`config.mk`:
```
export PLATFORM = sky130hd
export DESIGN_NAME = mac_child_table_top_flat
export DESIGN_NICKNAME = d
export VERILOG_FILES = /design/src/rtl/mct_pkg.sv /design/src/rtl/mct_if.sv /design/src/rtl/mac_child_table_top.sv /design/src/rtl/mct_apb.sv /design/src/rtl/mct_cmp.sv /design/src/rtl/mct_core.sv /design/src/flat_wrapper.sv
export VERILOG_INCLUDE_DIRS = /design/src /design/src/rtl
export SDC_FILE = /design/constraint.sdc
export NUM_CORES = 2
export LEC_CHECK = 0
export BUFFER_PORTS_ARGS = -buffer_cell sky130_fd_sc_hd__clkbuf_2
export CAP_MARGIN = 20
export CORE_ASPECT_RATIO = 1.4
export CORE_MARGIN = 2
export CORE_UTILIZATION = 58
export CTS_CLUSTER_SIZE = 24
export DETAILED_ROUTE_END_ITERATION = 16
export PLACE_DENSITY = 0.74
export SLEW_MARGIN = 5
export SYNTH_ARGS = -nofsm -noshare
export SYNTH_HDL_FRONTEND = slang
export SYNTH_HIERARCHICAL = 1
export SYNTH_SLANG_ARGS = --single-unit
```
`constraint.sdc`:
```
create_clock -name i_clk -period 8.62 [get_ports i_clk]
set_input_delay 1.724 -clock i_clk [delete_from_list [all_inputs] [get_ports i_clk]]
set_output_delay 1.724 -clock i_clk [all_outputs]
set_load 0.01 [all_outputs]
```
`src/rtl/mac_child_table_top_assert.svh`:
```
// Assertion macros for the MAC child table RTL.
// Included by mct_core, which checks its own sequencing; no other dependencies.
`ifndef MAC_CHILD_TABLE_TOP_ASSERT_SVH
`define MAC_CHILD_TABLE_TOP_ASSERT_SVH

// Same-cycle implication, disabled while reset is asserted.
`define MCT_ASSERT_HOLD(lbl, clk, rst_n, ante, cons, msg) \
    lbl: assert property (@(posedge clk) disable iff (!rst_n) (ante) |-> (cons)) \
        else $error(msg);

// Next-cycle implication, disabled while reset is asserted.
`define MCT_ASSERT_NEXT(lbl, clk, rst_n, ante, cons, msg) \
    lbl: assert property (@(posedge clk) disable iff (!rst_n) (ante) |=> (cons)) \
        else $error(msg);

`endif

```
`src/rtl/mct_pkg.sv`:
```
// Package for the MAC child table: sizes, request and status codes, and the
// control structures passed between the sequencer and the compare unit.
package mct_pkg;

    localparam int MAC_BYTES    = 6;
    localparam int TABLE_DEPTH  = 64;
    localparam int ID_BITS      = 16;
    localparam int SLOT_W       = (TABLE_DEPTH > 1) ? $clog2(TABLE_DEPTH) : 1;
    localparam int CTR_BITS     = ID_BITS - 2;
    localparam int KEY_W        = MAC_BYTES * 8;
    localparam int KIND_W       = 2;
    localparam int STATUS_W     = 2;
    localparam int ID_OUT_W     = 16;
    localparam int ENTRY_ID_W   = 16;
    localparam int CNT_W        = 7;
    localparam int LIMIT_W      = 7;
    localparam int APB_ADDR_W   = 3;
    localparam int APB_DATA_W   = 32;

    localparam logic [LIMIT_W-1:0] LIMIT_RESET = LIMIT_W'(16);
    localparam logic [APB_ADDR_W-3:0] REG_CHILD_LIMIT = '0;

    typedef enum logic [KIND_W-1:0] {
        KIND_ADD          = 2'd0,
        KIND_REMOVE       = 2'd1,
        KIND_CHILD_ADD    = 2'd2,
        KIND_CHILD_REMOVE = 2'd3
    } t_kind;

    typedef enum logic [STATUS_W-1:0] {
        STATUS_OK        = 2'd0,
        STATUS_EXISTS    = 2'd1,
        STATUS_FULL      = 2'd2,
        STATUS_NOT_FOUND = 2'd3
    } t_status;

    typedef struct packed {
        logic              start;
        logic              cmp_vld;
        logic [SLOT_W-1:0] cmp_slot;
        logic              slot_vld;
    } t_scan_ctl;

    typedef struct packed {
        logic               hit;
        logic [SLOT_W-1:0]  hit_slot;
        logic [ID_BITS-1:0] hit_id;
        logic               free_found;
        logic [SLOT_W-1:0]  free_slot;
    } t_scan_res;

endpackage

```
`src/rtl/mct_if.sv`:
```
// Request and response channel interfaces for the MAC child table.
// Depends on mct_pkg for the field widths.
interface mct_req_if import mct_pkg::*; ();
    logic                  valid;
    logic                  ready;
    logic [KIND_W-1:0]     kind;
    logic [KEY_W-1:0]      mac;
    logic [ENTRY_ID_W-1:0] entry_id;

    modport source (output valid, output kind, output mac, output entry_id, input ready);
    modport sink (input valid, input kind, input mac, input entry_id, output ready);
endinterface

interface mct_rsp_if import mct_pkg::*; ();
    logic                valid;
    logic                ready;
    logic [STATUS_W-1:0] status;
    logic [ID_OUT_W-1:0] id_out;

    modport source (output valid, output status, output id_out, input ready);
    modport sink (input valid, input status, input id_out, output ready);
endinterface

```
`src/rtl/mac_child_table_top.sv`:
```
// Top level of the MAC child table: APB register slave plus table sequencer.
// Depends on mct_pkg, mct_if, mct_apb and mct_core.
//
// Exact-match table of up to 64 MAC keys with a 16-bit id each. Every request
// beat scans all 64 slots through one shared key comparator, one slot per
// cycle out of a registered memory read. After acceptance the sequencer steps
// through the scan, a step that finishes the last compare and a decide step that
// loads the response, waiting while the response register is still held by
// back-pressure. A finished response waits in its own register, so the next
// request is taken while it is pending. The table is empty after reset with no
// clearing pass; child_limit sits at byte address 0.
module mac_child_table_top import mct_pkg::*; (
    input  logic                  i_clk,
    input  logic                  i_rst_n,
    mct_req_if.sink               i_req,
    mct_rsp_if.source             o_rsp,
    input  logic                  psel,
    input  logic                  penable,
    input  logic                  pwrite,
    input  logic [APB_ADDR_W-1:0] paddr,
    input  logic [APB_DATA_W-1:0] pwdata,
    output logic [APB_DATA_W-1:0] prdata,
    output logic                  pready
);

    logic [LIMIT_W-1:0] child_limit;

    mct_apb u_apb (
        .i_clk         (i_clk),
        .i_rst_n       (i_rst_n),
        .psel          (psel),
        .penable       (penable),
        .pwrite        (pwrite),
        .paddr         (paddr),
        .pwdata        (pwdata),
        .prdata        (prdata),
        .pready        (pready),
        .o_child_limit (child_limit)
    );

    mct_core u_core (
        .i_clk         (i_clk),
        .i_rst_n       (i_rst_n),
        .i_req         (i_req),
        .o_rsp         (o_rsp),
        .i_child_limit (child_limit)
    );

endmodule

```
`src/rtl/mct_apb.sv`:
```
// APB register slave for the MAC child table; holds the child_limit register.
// Depends on mct_pkg for the address map and reset value.
module mct_apb import mct_pkg::*; (
    input  logic                  i_clk,
    input  logic                  i_rst_n,
    input  logic                  psel,
    input  logic                  penable,
    input  logic                  pwrite,
    input  logic [APB_ADDR_W-1:0] paddr,
    input  logic [APB_DATA_W-1:0] pwdata,
    output logic [APB_DATA_W-1:0] prdata,
    output logic                  pready,
    output logic [LIMIT_W-1:0]    o_child_limit
);

    logic [LIMIT_W-1:0] r_child_limit;
    logic               reg_sel;
    logic               wr_en;

    assign reg_sel = (paddr[APB_ADDR_W-1:2] == REG_CHILD_LIMIT);
    assign wr_en   = psel && penable && pwrite && pready;
    assign pready  = 1'b1;
    assign prdata  = reg_sel ? APB_DATA_W'(r_child_limit) : '0;
    assign o_child_limit = r_child_limit;

    always_ff @(posedge i_clk) begin
        if (!i_rst_n) begin
            r_child_limit <= LIMIT_RESET;
        end else if (wr_en && reg_sel) begin
            r_child_limit <= pwdata[LIMIT_W-1:0];
        end
    end

endmodule

```
`src/rtl/mct_cmp.sv`:
```
// Shared key compare unit: checks one table slot per beat of the scan and
// keeps the first matching slot and the lowest free slot. Depends on mct_pkg.
module mct_cmp import mct_pkg::*; (
    input  logic               i_clk,
    input  logic               i_rst_n,
    input  t_scan_ctl          i_ctl,
    input  logic [KEY_W-1:0]   i_key,
    input  logic [KEY_W-1:0]   i_rd_key,
    input  logic [ID_BITS-1:0] i_rd_id,
    output t_scan_res          o_res
);

    t_scan_res r_res;
    logic      key_eq;

    assign key_eq = (i_rd_key == i_key);
    assign o_res  = r_res;

    always_ff @(posedge i_clk) begin
        if (!i_rst_n) begin
            r_res <= '0;
        end else if (i_ctl.start) begin
            r_res.hit        <= 1'b0;
            r_res.free_found <= 1'b0;
        end else if (i_ctl.cmp_vld) begin
            if (i_ctl.slot_vld && key_eq && !r_res.hit) begin
                r_res.hit      <= 1'b1;
                r_res.hit_slot <= i_ctl.cmp_slot;
                r_res.hit_id   <= i_rd_id;
            end
            if (!i_ctl.slot_vld && !r_res.free_found) begin
                r_res.free_found <= 1'b1;
                r_res.free_slot  <= i_ctl.cmp_slot;
            end
        end
    end

endmodule

```
`src/rtl/mct_core.sv`:
```
// Table sequencer: key/id memory, slot valid bits, entry count and id counter.
// Depends on mct_pkg, mct_if, mct_cmp and mac_child_table_top_assert.svh.
module mct_core import mct_pkg::*; (
    input  logic               i_clk,
    input  logic               i_rst_n,
    mct_req_if.sink            i_req,
    mct_rsp_if.source          o_rsp,
    input  logic [LIMIT_W-1:0] i_child_limit
);

    typedef enum logic [3:0] {
        ST_IDLE   = 4'b0001,
        ST_SCAN   = 4'b0010,
        ST_LAST   = 4'b0100,
        ST_DECIDE = 4'b1000
    } t_state;

    t_state                   r_state, n_state;
    t_kind                    r_kind, n_kind;
    logic [KEY_W-1:0]         r_key, n_key;
    logic [ID_BITS-1:0]       r_eid, n_eid;
    logic [SLOT_W-1:0]        r_addr, n_addr;
    logic                     r_cmp_vld;
    logic [SLOT_W-1:0]        r_cmp_slot;
    logic [TABLE_DEPTH-1:0]   r_valid, n_valid;
    logic [CNT_W-1:0]         r_count, n_count;
    logic [CTR_BITS-1:0]      r_ctr, n_ctr;
    logic                     r_out_valid, n_out_valid;
    t_status                  r_out_status, n_out_status;
    logic [ID_OUT_W-1:0]      r_out_id, n_out_id;

    logic [KEY_W-1:0]         r_mem_key [TABLE_DEPTH];
    logic [ID_BITS-1:0]       r_mem_id [TABLE_DEPTH];
    logic [KEY_W-1:0]         r_rd_key;
    logic [ID_BITS-1:0]       r_rd_id;

    logic                     accept;
    logic                     out_free;
    logic                     over_limit;
    logic                     mem_we;
    t_scan_ctl                scan_ctl;
    t_scan_res                scan_res;

    assign i_req.ready  = (r_state == ST_IDLE);
    assign accept       = i_req.valid && i_req.ready;
    assign out_free     = !r_out_valid || o_rsp.ready;
    assign over_limit   = ((CNT_W + 1)'(r_count) + (CNT_W + 1)'(1)) > (CNT_W + 1)'(i_child_limit);

    assign o_rsp.valid  = r_out_valid;
    assign o_rsp.status = r_out_status;
    assign o_rsp.id_out = r_out_id;

    assign scan_ctl.start    = accept;
    assign scan_ctl.cmp_vld  = r_cmp_vld;
    assign scan_ctl.cmp_slot = r_cmp_slot;
    assign scan_ctl.slot_vld = r_valid[r_cmp_slot];

    mct_cmp u_cmp (
        .i_clk    (i_clk),
        .i_rst_n  (i_rst_n),
        .i_ctl    (scan_ctl),
        .i_key    (r_key),
        .i_rd_key (r_rd_key),
        .i_rd_id  (r_rd_id),
        .o_res    (scan_res)
    );

    always_comb begin
        n_state      = r_state;
        n_kind       = r_kind;
        n_key        = r_key;
        n_eid        = r_eid;
        n_addr       = r_addr;
        n_valid      = r_valid;
        n_count      = r_count;
        n_ctr        = r_ctr;
        n_out_valid  = r_out_valid && !o_rsp.ready;
        n_out_status = r_out_status;
        n_out_id     = r_out_id;
        mem_we       = 1'b0;
        case (r_state)
            ST_IDLE: begin
                if (accept) begin
                    n_kind  = t_kind'(i_req.kind);
                    n_key   = i_req.mac;
                    n_eid   = i_req.entry_id[ID_BITS-1:0];
                    n_addr  = '0;
                    n_state = ST_SCAN;
                end
            end
            ST_SCAN: begin
                if (r_addr == SLOT_W'(TABLE_DEPTH - 1)) begin
                    n_state = ST_LAST;
                end else begin
                    n_addr = r_addr + SLOT_W'(1);
                end
            end
            ST_LAST: begin
                n_state = ST_DECIDE;
            end
            ST_DECIDE: begin
                if (out_free) begin
                    n_out_valid  = 1'b1;
                    n_out_status = STATUS_OK;
                    n_out_id     = '0;
                    n_state      = ST_IDLE;
                    case (r_kind)
                        KIND_ADD: begin
                            if (scan_res.hit) begin
                                n_out_status = STATUS_EXISTS;
                            end else if (over_limit || !scan_res.free_found) begin
                                n_out_status = STATUS_FULL;
                            end else begin
                                mem_we                      = 1'b1;
                                n_valid[scan_res.free_slot] = 1'b1;
                                n_count                     = r_count + CNT_W'(1);
                            end
                        end
                        KIND_REMOVE: begin
                            if (!scan_res.hit) begin
                                n_out_status = STATUS_NOT_FOUND;
                            end else begin
                                n_valid[scan_res.hit_slot] = 1'b0;
                                if (r_count != '0) begin
                                    n_count = r_count - CNT_W'(1);
                                end
                            end
                        end
                        KIND_CHILD_ADD: begin
                            if (scan_res.hit) begin
                                n_out_status = STATUS_EXISTS;
                            end else if (over_limit) begin
                                n_out_status = STATUS_FULL;
                            end else begin
                                n_ctr    = r_ctr + CTR_BITS'(1);
                                n_out_id = ID_OUT_W'({1'b1, n_ctr});
                            end
                        end
                        KIND_CHILD_REMOVE: begin
                            if (!scan_res.hit) begin
                                n_out_status = STATUS_NOT_FOUND;
                            end else begin
                                n_out_id = ID_OUT_W'(scan_res.hit_id);
                            end
                        end
                        default: begin
                            n_out_status = STATUS_OK;
                        end
                    endcase
                end
            end
            default: begin
                n_state = ST_IDLE;
            end
        endcase
    end

    always_ff @(posedge i_clk) begin
        if (!i_rst_n) begin
            r_state     <= ST_IDLE;
            r_cmp_vld   <= 1'b0;
            r_valid     <= '0;
            r_count     <= '0;
            r_ctr       <= '0;
            r_out_valid <= 1'b0;
        end else begin
            r_state     <= n_state;
            r_cmp_vld   <= (r_state == ST_SCAN);
            r_valid     <= n_valid;
            r_count     <= n_count;
            r_ctr       <= n_ctr;
            r_out_valid <= n_out_valid;
        end
    end

    always_ff @(posedge i_clk) begin
        r_kind       <= n_kind;
        r_key        <= n_key;
        r_eid        <= n_eid;
        r_addr       <= n_addr;
        r_cmp_slot   <= r_addr;
        r_out_status <= n_out_status;
        r_out_id     <= n_out_id;
    end

    always_ff @(posedge i_clk) begin
        if (mem_we) begin
            r_mem_key[scan_res.free_slot] <= r_key;
            r_mem_id[scan_res.free_slot]  <= r_eid;
        end
        r_rd_key <= r_mem_key[r_addr];
        r_rd_id  <= r_mem_id[r_addr];
    end

`include "mac_child_table_top_assert.svh"

    `MCT_ASSERT_HOLD(a_count_matches_valid, i_clk, i_rst_n, 1'b1, r_count == CNT_W'($countones(r_valid)), "entry count disagrees with slot valid bits")
    `MCT_ASSERT_HOLD(a_rsp_from_decide, i_clk, i_rst_n, $rose(r_out_valid), $past(r_state == ST_DECIDE), "response loaded outside the decide step")
    `MCT_ASSERT_HOLD(a_id_zero_on_error, i_clk, i_rst_n, r_out_valid && (r_out_status != STATUS_OK), r_out_id == '0, "nonzero id with an error status")
    `MCT_ASSERT_NEXT(a_busy_after_accept, i_clk, i_rst_n, accept, r_state == ST_SCAN && !i_req.ready, "sequencer did not start the scan")

endmodule

```
`src/flat_wrapper.sv`:
```
// flat-port wrapper written by rule: the top's interface ports become plain ports
module mac_child_table_top_flat import mct_pkg::*;
  (i_clk, i_rst_n, psel, penable, pwrite, paddr, pwdata, prdata, pready, i_req_valid, i_req_kind, i_req_mac, i_req_entry_id, i_req_ready, o_rsp_valid, o_rsp_status, o_rsp_id_out, o_rsp_ready);
  mct_req_if i_req_i ();
  mct_rsp_if o_rsp_i ();
  input  logic i_clk;
  input  logic i_rst_n;
  input  logic psel;
  input  logic penable;
  input  logic pwrite;
  input  logic [APB_ADDR_W-1:0] paddr;
  input  logic [APB_DATA_W-1:0] pwdata;
  output logic [APB_DATA_W-1:0] prdata;
  output logic pready;
  input wire logic [$bits(i_req_i.valid)-1:0] i_req_valid;
  input wire logic [$bits(i_req_i.kind)-1:0] i_req_kind;
  input wire logic [$bits(i_req_i.mac)-1:0] i_req_mac;
  input wire logic [$bits(i_req_i.entry_id)-1:0] i_req_entry_id;
  output wire logic [$bits(i_req_i.ready)-1:0] i_req_ready;
  output wire logic [$bits(o_rsp_i.valid)-1:0] o_rsp_valid;
  output wire logic [$bits(o_rsp_i.status)-1:0] o_rsp_status;
  output wire logic [$bits(o_rsp_i.id_out)-1:0] o_rsp_id_out;
  input wire logic [$bits(o_rsp_i.ready)-1:0] o_rsp_ready;
  assign i_req_i.valid = i_req_valid;
  assign i_req_i.kind = i_req_kind;
  assign i_req_i.mac = i_req_mac;
  assign i_req_i.entry_id = i_req_entry_id;
  assign i_req_ready = i_req_i.ready;
  assign o_rsp_valid = o_rsp_i.valid;
  assign o_rsp_status = o_rsp_i.status;
  assign o_rsp_id_out = o_rsp_i.id_out;
  assign o_rsp_i.ready = o_rsp_ready;
  mac_child_table_top u_core (.i_clk(i_clk), .i_rst_n(i_rst_n), .i_req(i_req_i), .o_rsp(o_rsp_i), .psel(psel), .penable(penable), .pwrite(pwrite), .paddr(paddr), .pwdata(pwdata), .prdata(prdata), .pready(pready));
endmodule
```
==> qor.yml <==
power:
  peakVddDrop_mv: 0.1993
  p_leak_nw: 58.96
  power_density_mw_per_mm2: 257.5
timing:
  drv_slew: 0
  hold_violations: 0
  fin_crit_ns: 5.453
  finalSetupViolations: 0
  slew_headroom_pct: 18.39
  fin_skew_ns: 0.06881
  worstMarginPinSlew_ns: 1.220
  setup-tns-final_ns: 0
  period_share_pct: 63.26
  rsz0062_at_grt: "false"
  max_freq_mhz: 183.4
  hold_slack_ns: 0.4719
detailed_routing:
  routedWlPerCell_um: 36.19
  drtPass1Iterations: 6
  detail_route.iter0.violations: 11800
  drc: 0
  vias: 85910
  ant_nets: 0
  wirelength_mm: 446.6
  via_per_inst: 6.961
finish:
  multiInputGateArea_mm2: 0.03565
  drive_gt1_share_pct: 22.61
  final_nets: 8369
  fill_cells: 18100
  regArea_mm2: 0.1297
  finish.utilization_pct: 65.08
  area_delta_synth_final_pct: 11.89
logic_synthesis:
  synthFlopType: "edfxtp_1"
  synth.top_cell.area_share_pct: 75.34
  synth_cells: 7912
  yosysMostFrequentCell: "edfxtp_1"
  synth.yosys.warnings: 6
  ys_ff_latch: 4384
  synthTopCellsByArea: "edfxtp_1 75%, mux4_2 11%, mux2i_1 3.7%"
  netlist_area_mm2: 0.1669
  ys_top_cells_by_count: "4186 x edfxtp_1, 810 x mux4_2, 620 x mux2i_1"
  ys_async_sr_fraction_pct: 0
  synth.avg_cell_area_um2: 21.09
  synth_largest_area_cell: "edfxtp_1"
  synth-edff-count: 4186
  synth_seq_area_share_pct: 77.71
  ys_types: 81
floorplanning:
  ioPinCount: 161
  dieArea_mm2: 0.2920
  coreArea_mm2: 0.2869
  initial_utilization_pct: 58.16
  num_rows: 233
  die_h_um: 638.6
  die_w_um: 457.3
setup_path:
  crit_path_max_fanout: 29
  worstPathRequired_ns: 9.17
  cp-startpoint: "u_core/u_core/r_count[2]$_SDFFE_PN0P_"
  critPathKind: "flop to flop"
  arrival_ns: 6.00
  startpoint_type: "flop"
  timing.rr.start: "u_core/u_core/r_count[2]$_SDFFE_PN0P_"
  cp-end-kind: "flop"
grt:
  grt_max_degree: 117
  grt_pass1_wl_mm: 625.1
  grt.overflow.total: 0
  grt_use_total_pct: 30.33
  first_global_vias: 85490
  antenna_found_initial: 14
cts:
  postCtsSetupBuffers: 0
  root_buffer: "clkbuf_16"
  ctsResizeCount: 0
  clk-insertion-delay-late_ns: 0.94
  clock_sinks: 4384
  clk_pin_slew_ns: 0.06
  holdBufCountCts: 0
  cts-buffers-inserted: 392
  cts.htree.levels: 5
  clock_path_buffers: 4
  cts_tree: "done"
run_status:
  status: "completed"
hold_path:
  min_from: "u_core/u_core/r_rd_id[2]$_DFF_P_"
  min_path_type: "flop to flop"
placement:
  hpwlAfterDp_mm: 235.5
  port_buffers: 107
  gp_congestion: 0.8289
job:
  drv_cap: 0
-- kinds of logic (layout without fill, tap and decap cells) --
| kind of cell | Yosys count | in the layout | synth area share (%) |
|---|---|---|---|
| AND/OR/NAND/NOR | 552 | 552 | 1.764 |
| multiplexers | 1432 | 1432 | 14.67 |
| flip-flops | 4384 | 4384 | 77.71 |
| AO/OA/AOI/OAI | 952 | 952 | 4.050 |
| adder cells (fa/ha/maj) | 17 | 17 | 0.1320 |
| buffers and inverters | 500 | 1140 | 1.288 |
| XOR/XNOR | 73 | 73 | 0.3832 |
| other | 2 | 31 | 0.004501 |
-- sequential cells by signal (all words and copies together), names as in the netlist, 6 cells and up --
register	cells
u_core/u_core/r_rd_key	48
u_core/u_core/r_eid	16
u_core/u_core/r_addr	6
u_core/u_core/r_ctr	14
u_core/u_core/r_cmp_slot	6
u_core/u_core/r_valid	64
u_core/u_core/r_rd_id	16
u_core/u_core/r_mem_id	1024
u_core/u_core/o_rsp.id_out	16
u_core/u_core/r_key	48
u_core/u_core/r_count	7
u_core/u_core/r_mem_key	3072
u_core/u_apb/o_child_limit	7
u_core/u_core/u_cmp/o_res	30
-- where the power goes --
part | switching (mW) | internal [mW] | total [mW] | leakage [nW]
combinational | 3.90 | 2.13 | 6.03 | 13.3
sequential | 0.146 | 24.0 | 24.2 | 39.3
clock | 7.72 | 10.1 | 17.9 | 6.40
-- worst paths after layout --
kind	to	slack (ns)	cells past startpoint
hold / removal	u_core/u_core/u_cmp/o_res[9]$_SDFFE_PN0P_	0.47	2
setup / recovery	u_core/u_core/r_mem_key[55][0]$_DFFE_PP_	3.17	12
hold reg to reg	u_core/u_core/u_cmp/o_res[9]$_SDFFE_PN0P_	0.47	2
setup reg to reg	u_core/u_core/r_mem_key[55][0]$_DFFE_PP_	3.17	12
-- layout by cell type, fill, tap and decap left out, types with 30 or more instances in the layout --
cell type / instances
a211oi_1: 109
a21oi_1: 133
a221oi_1: 75
a22o_1: 62
a22oi_1: 99
buf_12: 61
buf_4: 225
bufinv_16: 49
clkbuf_1: 69
clkbuf_16: 398
clkbuf_2: 107
clkinv_1: 59
clkinv_2: 82
dfxtp_1: 198
edfxtp_1: 4186
mux2i_1: 620
mux4_2: 810
nand2_1: 100
nand3_1: 39
nor2_1: 72
nor2_4: 58
nor2b_1: 37
nor3_1: 84
o21a_1: 30
o21ai_0: 72
o221ai_1: 68
o22ai_1: 187
xor2_1: 56
-- worst max-delay path, stage by stage (launching register included) --
cell and delay [ns]:
dfxtp_1 0.49, and3_1 0.26, nand3_1 0.11, xnor2_1 0.21, ha_1 0.29, a21o_1 0.17, a21oi_1 0.18, o21ai_1 0.34
or3_1 0.77, or2_1 0.38, buf_4 0.25, nor2_4 0.88, buf_4 0.66
-- layout make-up --
| class | instances | area share (%) |
|---|---|---|
| diodes | 5 | 0.006702 |
| clock buffers | 486 | 5.614 |
| clock inverters | 240 | 1.409 |
| multi-input cells | 3052 | 19.10 |
| flip-flops and latches | 4384 | 69.45 |
| well taps | 3760 | 2.520 |
| inverters | 19 | 0.03820 |
| repair buffers | 395 | 1.863 |
-- metrics by stage --
stage | cells | setup slack [ns] | power (mW) | area, um2
2_1_floorplan | 7936 | 0.6018 | 28.35 | 166900
3_3_place_gp | 11600 | 2.698 | 30.46 | 173500
3_5_place_dp | 11610 | 2.623 | 30.59 | 173500
4_1_cts | 12330 | 3.173 | 48.20 | 186600
5_1_grt | 12340 | 2.919 | 49.25 | 186700
6_report | 12340 | 3.167 | 48.08 | 186700
-- routing by layer --
layer / vias to the layer above / global-route usage [%] / share of wire, %
met4: 16 / 14.17 / 5.6
li1: 33870 / - / -
met1: 45030 / 38.27 / 34
met5: - / 0 / 0.020
met2: 5775 / 50.86 / 50
met3: 1219 / 6.188 / 11
Note: power is estimated with default switching activity, not from simulation.
